## src/rtl/deadline_priority_order_queue_defines.svh

```systemverilog
// Assertion macros for the deadline priority order queue RTL, used by dpoq_ctrl.
`ifndef DEADLINE_PRIORITY_ORDER_QUEUE_DEFINES_SVH
`define DEADLINE_PRIORITY_ORDER_QUEUE_DEFINES_SVH

// Property that must hold at every clock edge out of reset.
`define DPOQ_ASSERT_ALWAYS(label, expr) \
    label: assert property (@(posedge clk) disable iff (!rst_n) (expr)) \
        else $error("dpoq: invariant violated");

// Same-cycle implication checked at every clock edge out of reset.
`define DPOQ_ASSERT_IMPLY(label, ante, cons) \
    label: assert property (@(posedge clk) disable iff (!rst_n) (ante) |-> (cons)) \
        else $error("dpoq: implication violated");

`endif

```

## src/rtl/dpoq_pkg.sv

```systemverilog
// Shared constants and types for the deadline priority order queue.
package dpoq_pkg;

    localparam int QUEUE_DEPTH = 16;
    localparam int ID_BITS     = 16;

    localparam int SLOT_W        = $clog2(QUEUE_DEPTH);
    localparam int CNT_W         = $clog2(QUEUE_DEPTH + 1);
    localparam int ORDER_ID_W    = 16;
    localparam int KIND_W        = 2;
    localparam int DUE_W         = 32;
    localparam int POS_W         = 4;
    localparam int ENTRY_COUNT_W = 5;

    localparam logic MODE_INSERT = 1'b0;
    localparam logic MODE_REMOVE = 1'b1;

    localparam logic [KIND_W-1:0] KIND_TRANSFORM = 2'd0;
    localparam logic [KIND_W-1:0] KIND_LOAD      = 2'd1;
    localparam logic [KIND_W-1:0] KIND_UNLOAD    = 2'd2;
    localparam logic [KIND_W-1:0] KIND_INVALID   = 2'd3;

    typedef struct packed {
        logic               valid;
        logic [ID_BITS-1:0] id;
        logic [KIND_W-1:0]  kind;
        logic [DUE_W-1:0]   due;
    } entry_t;

    typedef struct packed {
        logic               mode;
        logic [ID_BITS-1:0] id;
        logic [KIND_W-1:0]  kind;
        logic [DUE_W-1:0]   due;
    } op_t;

    // Commands broadcast to every cell
    typedef struct packed {
        logic eval;   // latch per-cell compare result
        logic ins;    // commit insert: shift toward tail from the slot
        logic rem;    // commit remove: shift toward head from the match
    } cmd_t;

    // Status gathered from the chain
    typedef struct packed {
        logic [QUEUE_DEPTH-1:0] first;
        logic [QUEUE_DEPTH-1:0] valid;
        logic                   found;
    } stat_t;

endpackage

```

## src/rtl/dpoq_cell.sv

```systemverilog
// One queue slot: holds an entry, compares it, and shifts with its neighbors.
module dpoq_cell
    import dpoq_pkg::*;
(
    input  logic   clk,
    input  logic   rst_n,
    input  op_t    op,
    input  cmd_t   cmd,
    input  entry_t left,
    input  entry_t right,
    input  logic   prior_hit,
    output entry_t ent,
    output logic   hit,
    output logic   first
);

    logic               valid_reg;
    logic               valid_next;
    logic [ID_BITS-1:0] id_reg;
    logic [ID_BITS-1:0] id_next;
    logic [KIND_W-1:0]  kind_reg;
    logic [KIND_W-1:0]  kind_next;
    logic [DUE_W-1:0]   due_reg;
    logic [DUE_W-1:0]   due_next;
    logic               flag_reg;
    logic               flag_next;
    entry_t             fresh;
    entry_t             take;
    logic               load;

    assign ent.valid = valid_reg;
    assign ent.id    = id_reg;
    assign ent.kind  = kind_reg;
    assign ent.due   = due_reg;

    assign hit   = prior_hit | flag_reg;
    assign first = flag_reg & ~prior_hit;

    assign fresh.valid = 1'b1;
    assign fresh.id    = op.id;
    assign fresh.kind  = op.kind;
    assign fresh.due   = (op.kind == KIND_TRANSFORM) ? op.due : '0;

    // insert stops at the first empty slot or the first later transform entry (any transform entry for load/unload)
    always_comb
    begin
        flag_next = flag_reg;
        if (cmd.eval)
        begin
            if (op.mode == MODE_INSERT)
            begin
                flag_next = ~valid_reg
                    | ((kind_reg == KIND_TRANSFORM)
                       & ((op.kind != KIND_TRANSFORM) | (op.due < due_reg)));
            end
            else
            begin
                flag_next = valid_reg & (id_reg == op.id);
            end
        end
    end

    always_comb
    begin
        load = 1'b0;
        take = right;
        if (cmd.ins)
        begin
            if (prior_hit)
            begin
                load = 1'b1;
                take = left;
            end
            else if (flag_reg)
            begin
                load = 1'b1;
                take = fresh;
            end
        end
        else if (cmd.rem)
        begin
            if (hit)
            begin
                load = 1'b1;
                take = right;
            end
        end
        valid_next = load ? take.valid : valid_reg;
        id_next    = load ? take.id    : id_reg;
        kind_next  = load ? take.kind  : kind_reg;
        due_next   = load ? take.due   : due_reg;
    end

    always_ff @(posedge clk or negedge rst_n)
    begin
        if (!rst_n)
        begin
            valid_reg <= 1'b0;
            flag_reg  <= 1'b0;
        end
        else
        begin
            valid_reg <= valid_next;
            flag_reg  <= flag_next;
        end
    end

    always_ff @(posedge clk)
    begin
        id_reg   <= id_next;
        kind_reg <= kind_next;
        due_reg  <= due_next;
    end

endmodule

```

## src/rtl/dpoq_ctrl.sv

```systemverilog
// Sequencer, occupancy count and result register for the order queue.
`include "deadline_priority_order_queue_defines.svh"

module dpoq_ctrl
    import dpoq_pkg::*;
(
    input  logic                     clk,
    input  logic                     rst_n,
    input  logic                     in_valid,
    output logic                     in_stall,
    input  logic                     mode,
    input  logic [ORDER_ID_W-1:0]    order_id,
    input  logic [KIND_W-1:0]        order_kind,
    input  logic [DUE_W-1:0]         deadline,
    output logic                     out_valid,
    input  logic                     out_stall,
    output logic                     ok,
    output logic [POS_W-1:0]         position,
    output logic                     queue_full,
    output logic [ENTRY_COUNT_W-1:0] entry_count,
    output op_t                      op,
    output cmd_t                     cmd,
    input  stat_t                    stat
);

    localparam logic [1:0] S_IDLE  = 2'd0;
    localparam logic [1:0] S_EVAL  = 2'd1;
    localparam logic [1:0] S_APPLY = 2'd2;

    logic [1:0]       state_reg;
    logic [1:0]       state_next;
    op_t              op_reg;
    logic [CNT_W-1:0] count_reg;
    logic [CNT_W-1:0] count_next;
    logic             out_valid_reg;
    logic             out_valid_next;
    logic             ok_reg;
    logic [SLOT_W-1:0] pos_reg;
    logic             full_reg;
    logic             is_full;
    logic             ins_go;
    logic             rem_go;
    logic             apply_fire;
    logic             in_acc;
    logic [SLOT_W-1:0] slot_enc;

    assign is_full    = (count_reg == CNT_W'(QUEUE_DEPTH));
    assign ins_go     = (op_reg.mode == MODE_INSERT) & ~is_full
                        & (op_reg.kind != KIND_INVALID);
    assign rem_go     = (op_reg.mode == MODE_REMOVE) & stat.found;
    assign apply_fire = (state_reg == S_APPLY) & (~out_valid_reg | ~out_stall);
    assign in_stall   = ~((state_reg == S_IDLE) | apply_fire);
    assign in_acc     = in_valid & ~in_stall;

    assign op       = op_reg;
    assign cmd.eval = (state_reg == S_EVAL);
    assign cmd.ins  = apply_fire & ins_go;
    assign cmd.rem  = apply_fire & rem_go;

    always_comb
    begin
        slot_enc = '0;
        for (int i = 0; i < QUEUE_DEPTH; i++)
        begin
            if (stat.first[i])
            begin
                slot_enc = slot_enc | SLOT_W'(i);
            end
        end
    end

    always_comb
    begin
        state_next = state_reg;
        case (state_reg)
            S_IDLE:
            begin
                if (in_acc)
                begin
                    state_next = S_EVAL;
                end
            end
            S_EVAL:
            begin
                state_next = S_APPLY;
            end
            S_APPLY:
            begin
                if (apply_fire)
                begin
                    state_next = in_acc ? S_EVAL : S_IDLE;
                end
            end
            default:
            begin
                state_next = S_IDLE;
            end
        endcase
    end

    always_comb
    begin
        count_next = count_reg;
        if (cmd.ins)
        begin
            count_next = count_reg + CNT_W'(1);
        end
        else if (cmd.rem)
        begin
            count_next = count_reg - CNT_W'(1);
        end
        out_valid_next = out_valid_reg;
        if (apply_fire)
        begin
            out_valid_next = 1'b1;
        end
        else if (out_valid_reg & ~out_stall)
        begin
            out_valid_next = 1'b0;
        end
    end

    always_ff @(posedge clk or negedge rst_n)
    begin
        if (!rst_n)
        begin
            state_reg     <= S_IDLE;
            count_reg     <= '0;
            out_valid_reg <= 1'b0;
        end
        else
        begin
            state_reg     <= state_next;
            count_reg     <= count_next;
            out_valid_reg <= out_valid_next;
        end
    end

    always_ff @(posedge clk)
    begin
        if (in_acc)
        begin
            op_reg.mode <= mode;
            op_reg.id   <= ID_BITS'(order_id);
            op_reg.kind <= order_kind;
            op_reg.due  <= deadline;
        end
        if (apply_fire)
        begin
            ok_reg   <= ins_go | rem_go;
            pos_reg  <= (ins_go | rem_go) ? slot_enc : '0;
            full_reg <= (op_reg.mode == MODE_INSERT) & is_full;
        end
    end

    assign out_valid   = out_valid_reg;
    assign ok          = ok_reg;
    assign position    = POS_W'(pos_reg);
    assign queue_full  = full_reg;
    assign entry_count = ENTRY_COUNT_W'(count_reg);

    `DPOQ_ASSERT_ALWAYS(a_count_range, count_reg <= CNT_W'(QUEUE_DEPTH))
    `DPOQ_ASSERT_ALWAYS(a_valid_matches_count, $countones(stat.valid) == int'(count_reg))
    `DPOQ_ASSERT_ALWAYS(a_single_first, $onehot0(stat.first))
    `DPOQ_ASSERT_IMPLY(a_insert_has_slot, (state_reg == S_APPLY) && ins_go, stat.found)
    `DPOQ_ASSERT_IMPLY(a_full_not_ok, out_valid_reg && full_reg, !ok_reg)

endmodule

```

## src/rtl/deadline_priority_order_queue.sv

```systemverilog
// Top level of the deadline priority order queue: control plus a chain of slot cells.
//
//   channel | handshake            | payload
//   --------+----------------------+--------------------------------------------------
//   in      | in_valid / in_stall  | mode, order_id, order_kind, deadline
//   out     | out_valid / out_stall| ok, position, queue_full, entry_count,
//           |                      | head_id, head_kind
//
// A transaction runs in two states: EVAL latches every cell's compare (deadline or id),
// then APPLY resolves the first hit along the chain and shifts the cells. A following
// transaction can be taken as the last one commits; back to back ones alternate the two.
// Reset clears every cell's valid bit, the count and the sequencer; entry payload is
// not reset. A stalled result holds the commit step, so the queue never runs ahead
// of the output register by more than one result.
module deadline_priority_order_queue
    import dpoq_pkg::*;
(
    input  logic                     clk,
    input  logic                     rst_n,
    input  logic                     in_valid,
    output logic                     in_stall,
    input  logic                     mode,
    input  logic [ORDER_ID_W-1:0]    order_id,
    input  logic [KIND_W-1:0]        order_kind,
    input  logic [DUE_W-1:0]         deadline,
    output logic                     out_valid,
    input  logic                     out_stall,
    output logic                     ok,
    output logic [POS_W-1:0]         position,
    output logic                     queue_full,
    output logic [ENTRY_COUNT_W-1:0] entry_count,
    output logic [ORDER_ID_W-1:0]    head_id,
    output logic [KIND_W-1:0]        head_kind
);

    op_t                  op;
    cmd_t                 cmd;
    stat_t                stat;
    entry_t               ents [QUEUE_DEPTH];
    logic [QUEUE_DEPTH:0] hit_chain;

    dpoq_ctrl u_ctrl (
        .clk         (clk),
        .rst_n       (rst_n),
        .in_valid    (in_valid),
        .in_stall    (in_stall),
        .mode        (mode),
        .order_id    (order_id),
        .order_kind  (order_kind),
        .deadline    (deadline),
        .out_valid   (out_valid),
        .out_stall   (out_stall),
        .ok          (ok),
        .position    (position),
        .queue_full  (queue_full),
        .entry_count (entry_count),
        .op          (op),
        .cmd         (cmd),
        .stat        (stat)
    );

    // Hit ripples from the head: a cell behind the first hit shifts.
    assign hit_chain[0] = 1'b0;

    for (genvar g = 0; g < QUEUE_DEPTH; g++)
    begin : g_cell
        entry_t left_ent;
        entry_t right_ent;

        if (g == 0)
        begin : g_head
            assign left_ent = '0;
        end
        else
        begin : g_mid_l
            assign left_ent = ents[g-1];
        end

        // The tail cell pulls in an empty slot on remove.
        if (g == QUEUE_DEPTH - 1)
        begin : g_tail
            assign right_ent = '0;
        end
        else
        begin : g_mid_r
            assign right_ent = ents[g+1];
        end

        dpoq_cell u_cell (
            .clk       (clk),
            .rst_n     (rst_n),
            .op        (op),
            .cmd       (cmd),
            .left      (left_ent),
            .right     (right_ent),
            .prior_hit (hit_chain[g]),
            .ent       (ents[g]),
            .hit       (hit_chain[g+1]),
            .first     (stat.first[g])
        );

        assign stat.valid[g] = ents[g].valid;
    end

    assign stat.found = hit_chain[QUEUE_DEPTH];

    // Head comes straight from cell 0; it only moves on a commit, which waits
    // for the result register to drain.
    assign head_id   = ents[0].valid ? ORDER_ID_W'(ents[0].id) : '0;
    assign head_kind = ents[0].valid ? ents[0].kind : '0;

endmodule

```

## config.mk

```make
export PLATFORM = sky130hd
export DESIGN_NAME = deadline_priority_order_queue
export DESIGN_NICKNAME = d
export VERILOG_FILES = /design/src/rtl/dpoq_pkg.sv /design/src/rtl/dpoq_cell.sv /design/src/rtl/dpoq_ctrl.sv /design/src/rtl/deadline_priority_order_queue.sv
export VERILOG_INCLUDE_DIRS = /design/src /design/src/rtl
export SDC_FILE = /design/constraint.sdc
export NUM_CORES = 2
export LEC_CHECK = 0
export BUFFER_PORTS_ARGS = -buffer_cell sky130_fd_sc_hd__buf_2
export CAP_MARGIN = 20
export CORE_MARGIN = 2
export CORE_UTILIZATION = 35
export DETAILED_ROUTE_END_ITERATION = 8
export PLACE_DENSITY = 0.45
export SLEW_MARGIN = 0
export SYNTH_ARGS = -nofsm -noshare
export SYNTH_HDL_FRONTEND = slang
export SYNTH_SLANG_ARGS = --single-unit
```

## constraint.sdc

```tcl
create_clock -name clk -period 6.9 [get_ports clk]
set_input_delay 1.035 -clock clk [delete_from_list [all_inputs] [get_ports clk]]
set_output_delay 1.035 -clock clk [all_outputs]
set_load 0.01 [all_outputs]
```

==> impl_metrics.tcl <==
set metrics [dict create \
    status "finished with violations" \
    violations "design-rule violations" \
    core_um2 167000 \
    final.setup.tns_ns 0 \
    synth.top_cells.by_area "edfxtp_1 (44%), ha_1 (11%), a21oi_1 (5.3%)" \
    ys.flop_type "edfxtp_1" \
    ys_seq_area_share_pct 45.4 \
    busiest_layer "met2" \
    critPathCaptureType "flop" \
    num_vias 51700 \
    synth_edf_count 857 \
    startpoint "g_cell[1].u_cell.flag_reg$_DFFE_PN0N_" \
    syn_area_per_cell_um2 9.33 \
    layout_common_cells "edfxtp_1 (857), a21oi_1 (629), inv_1 (546)" \
    startpoint_type "flop" \
    clkLatencyLatePin_ns 0.78 \
    worstPathRequired_ns 7.39 \
    post-route-drc-count 3 \
    swShare_pct 35.4 \
    grt_max_degree 184 \
    syn_to_final_growth_pct 11.2 \
    slew_headroom_pct 10.6 \
    cp.arrival_ns 5.06 \
    intPower_mw 11.4 \
    wl_per_cell_um 30.7 \
    clkSlewWorstSetupHoldPaths_ns 0.06 \
    gr-usage-met3_pct 4.12 \
    synth_xor_area_share_pct 3.87 \
    path_buf_inv 1 \
    pwr-share-clk_pct 34.0 \
    p_leak_nw 25.4 \
    first_iter_violations 5482 \
    wl_um 261000 \
    hpwl_um 181000 \
    grt_pass1_wl_um 372000 \
    largest_reg_flops 512 \
    drtAntennaViolNets 0 \
    synth_top_family_by_area "compound AO/OA/AOI/OAI gates" \
    vias_per_cell 6.08 \
    synth_top_area_share_pct 43.7 \
    cts_resized 0 \
    drive_gt1_share_pct 8.25 \
    die_y_um 414 \
    critPathKind "reg2reg" \
    track_usage_pct 29.5 \
    period_minus_slack_ns 4.57 \
    rsz0062_at_grt "false" \
    fmax_ghz 0.219 \
    ys_types 72 \
    layout_commonest_cell "edfxtp_1" \
    r2r_slack_ns 2.33 \
    clock-sinks 897 \
    cts_setup_buffers 0 \
    start_util_pct 35.3 \
    cts_tree "done" \
    path_delay_family "simple AND/OR/NAND/NOR gates" \
    path_max_fanout 42 \
    rows 150 \
    ir_drop_v 0.000206 \
    syn_nets 6866 \
    worst_clock_skew_ns 0.0688 \
    fp.dieW_um 414 \
    yosys_warnings 0 \
    ctsHoldBuffers 0 \
    finalWeightedCongestion 0.921 \
    reg2regPathDepth 6 \
    hp-class "in2async" \
    numCtsBuffers 116 \
    power_density_nw_per_um2 270 \
    synthesis.area_um2 58900 \
    die-area_um2 172000 \
    met1_usage_pct 41.1 \
    grt_util_met2_pct 45.3 \
    endpoint "g_cell[12].u_cell.due_reg[0]$_DFFE_PP_" \
    async_reset_ff_share_pct 4.46 \
    io_buffer_count 85 \
    synthSimpleGateAreaFrac_pct 12.6 \
    syn_inst 6311 \
    synth-compound-area-share_pct 20.7 \
    synthMuxAreaShare_pct 0.113 \
    cts-root-buf "clkbuf_16" \
    setup_viol 0 \
    comb_power_share_pct 23.9 \
    timing.final.max_slew_violations 0 \
    worstMarginPinSlew_ns 1.34 \
    cp.depth 6 \
    final_util_pct 39.2 \
    drtPass1Iterations 9 \
    synthAdderAreaFrac_pct 10.6 \
    ys_ff_latch 897 \
    hold_viol_final 0 \
    drv_cap 0 \
    p_sw_mw 6.26 \
    io-pin-count 86 \
    overflow 0 \
    antenna_found_initial 7 \
    synth_area_leader_cell "edfxtp_1" \
    crit_chain "or4_2, nor4_4, buf_4, nand2_2, o22ai_1, a21oi_1" \
    seq_power_share_pct 42.1 \
    first_global_vias 49800 \
    slowest_delay_ns 0.91 \
    r2r-start "g_cell[1].u_cell.flag_reg$_DFFE_PN0N_" \
    cp_slowest_cell "o22ai_1" \
    r2r_end "g_cell[12].u_cell.due_reg[0]$_DFFE_PP_" \
    htree_levels 3 \
    period_share_pct 66.2 \
    nets 6747 \
    cts_buffer_depth 3 \
]
## worst reg2reg max path: stages, from the launching register on
cell     delay [ns]
dfrtp_4        0.69
or4_2          0.78
nor4_4         0.26
buf_4          0.65
nand2_2        0.81
o22ai_1        0.94
a21oi_1        0.16
## power groups by stage
stage / Clock [mW] / Combinational (mW) / Sequential, mW
floorplan: 0 / 2.63 / 7.20
global placement: 0 / 4.09 / 7.53
detailed placement: 0 / 4.15 / 7.53
CTS: 6.12 / 4.17 / 7.43
global route: 6.29 / 4.57 / 7.50
finish: 6.01 / 4.23 / 7.45
## cell type report
class / instances / area [um^2]
Fill cell: 16800 / 102000
Multi-Input combinational cell: 4382 / 28600
Sequential cell: 897 / 26700
Clock buffer: 151 / 3120
Tap cell: 2204 / 2760
Inverter: 548 / 2060
Timing Repair Buffer: 247 / 1700
Clock inverter: 66 / 499
Antenna cell: 3 / 7.51
## per-layer routing
| layer | up-vias | share of wire, % | wire length (um) |
|---|---|---|---|
| li1 | 23100 | - | - |
| met1 | 25900 | 44 | 115000 |
| met2 | 2277 | 44 | 115000 |
| met3 | 446 | 7.1 | 18600 |
| met4 | 2 | 4.9 | 12900 |
| met5 | - | 0.0061 | 16 |
## stage by stage
| stage | instances | hold WS [ns] | cell area [um^2] | setup WS [ns] | total power [mW] |
|---|---|---|---|---|---|
| finish | 8498 | 0.150 | 65500 | 2.33 | 17.7 |
| detailed placement | 8277 | 0.535 | 61800 | 2.45 | 11.7 |
| global route | 8495 | 0.144 | 65500 | 2.34 | 18.4 |
| global placement | 8274 | 0.547 | 61800 | 2.42 | 11.6 |
| floorplan | 6311 | 0.511 | 58900 | 1.79 | 9.84 |
| CTS | 8494 | 0.0956 | 65500 | 2.47 | 17.7 |
## cell families (layout without fill, tap and decap cells)
family,Yosys count,count (layout)
AOI/OAI and AO/OA,2032,2032
and+or+nand+nor,1584,1584
buffers and inverters,1032,1012
DFF,897,897
adders and majority gates,500,500
xor gates and xnor gates,260,260
muxes,6,6
other,0,3
## Yosys cell counts (5+ instances only)
master / count
o21a_1: 16
a31oi_1: 29
a2111oi_0: 6
o41ai_1: 7
buf_2: 53
nor3_1: 38
dfrtp_1: 40
a211oi_1: 28
o221ai_1: 8
nor2b_1: 14
a221oi_1: 47
buf_1: 42
nand2b_1: 22
and4_1: 14
mux2_2: 5
or3_1: 10
o32a_1: 6
nand2_1: 341
nand3_1: 304
clkbuf_1: 389
or4_1: 5
o211ai_1: 15
xnor2_1: 160
or2_2: 5
a22oi_1: 196
edfxtp_1: 857
nor2_1: 537
o22ai_1: 369
a31o_2: 23
o21ai_1: 9
a211o_1: 14
a41o_1: 5
a21oi_1: 629
inv_1: 546
a21o_1: 60
nor4_1: 52
a222oi_1: 19
o22a_1: 19
and3_1: 74
o21ai_0: 494
and2_1: 54
nand4_1: 100
xor2_1: 100
ha_1: 499
## worst min-delay path by stage
| stage | end | slack, ns |
|---|---|---|
| 3_5_place_dp | u_ctrl.out_valid$_DFFE_PN0P_ | 0.53 |
| 2_1_floorplan | g_cell[15].u_cell.valid_reg$_DFFE_PN0P_ | 0.51 |
| 6_report | u_ctrl.state_reg[0]$_DFFE_PN0P_ | 0.15 |
| 4_1_cts | u_ctrl.state_reg[0]$_DFFE_PN0P_ | 0.1 |
| 5_1_grt | u_ctrl.state_reg[0]$_DFFE_PN0P_ | 0.14 |
| 3_3_place_gp | g_cell[14].u_cell.kind_reg[1]$_DFFE_PP_ | 0.55 |
No activity file was read; power rests on OpenSTA's default activity.
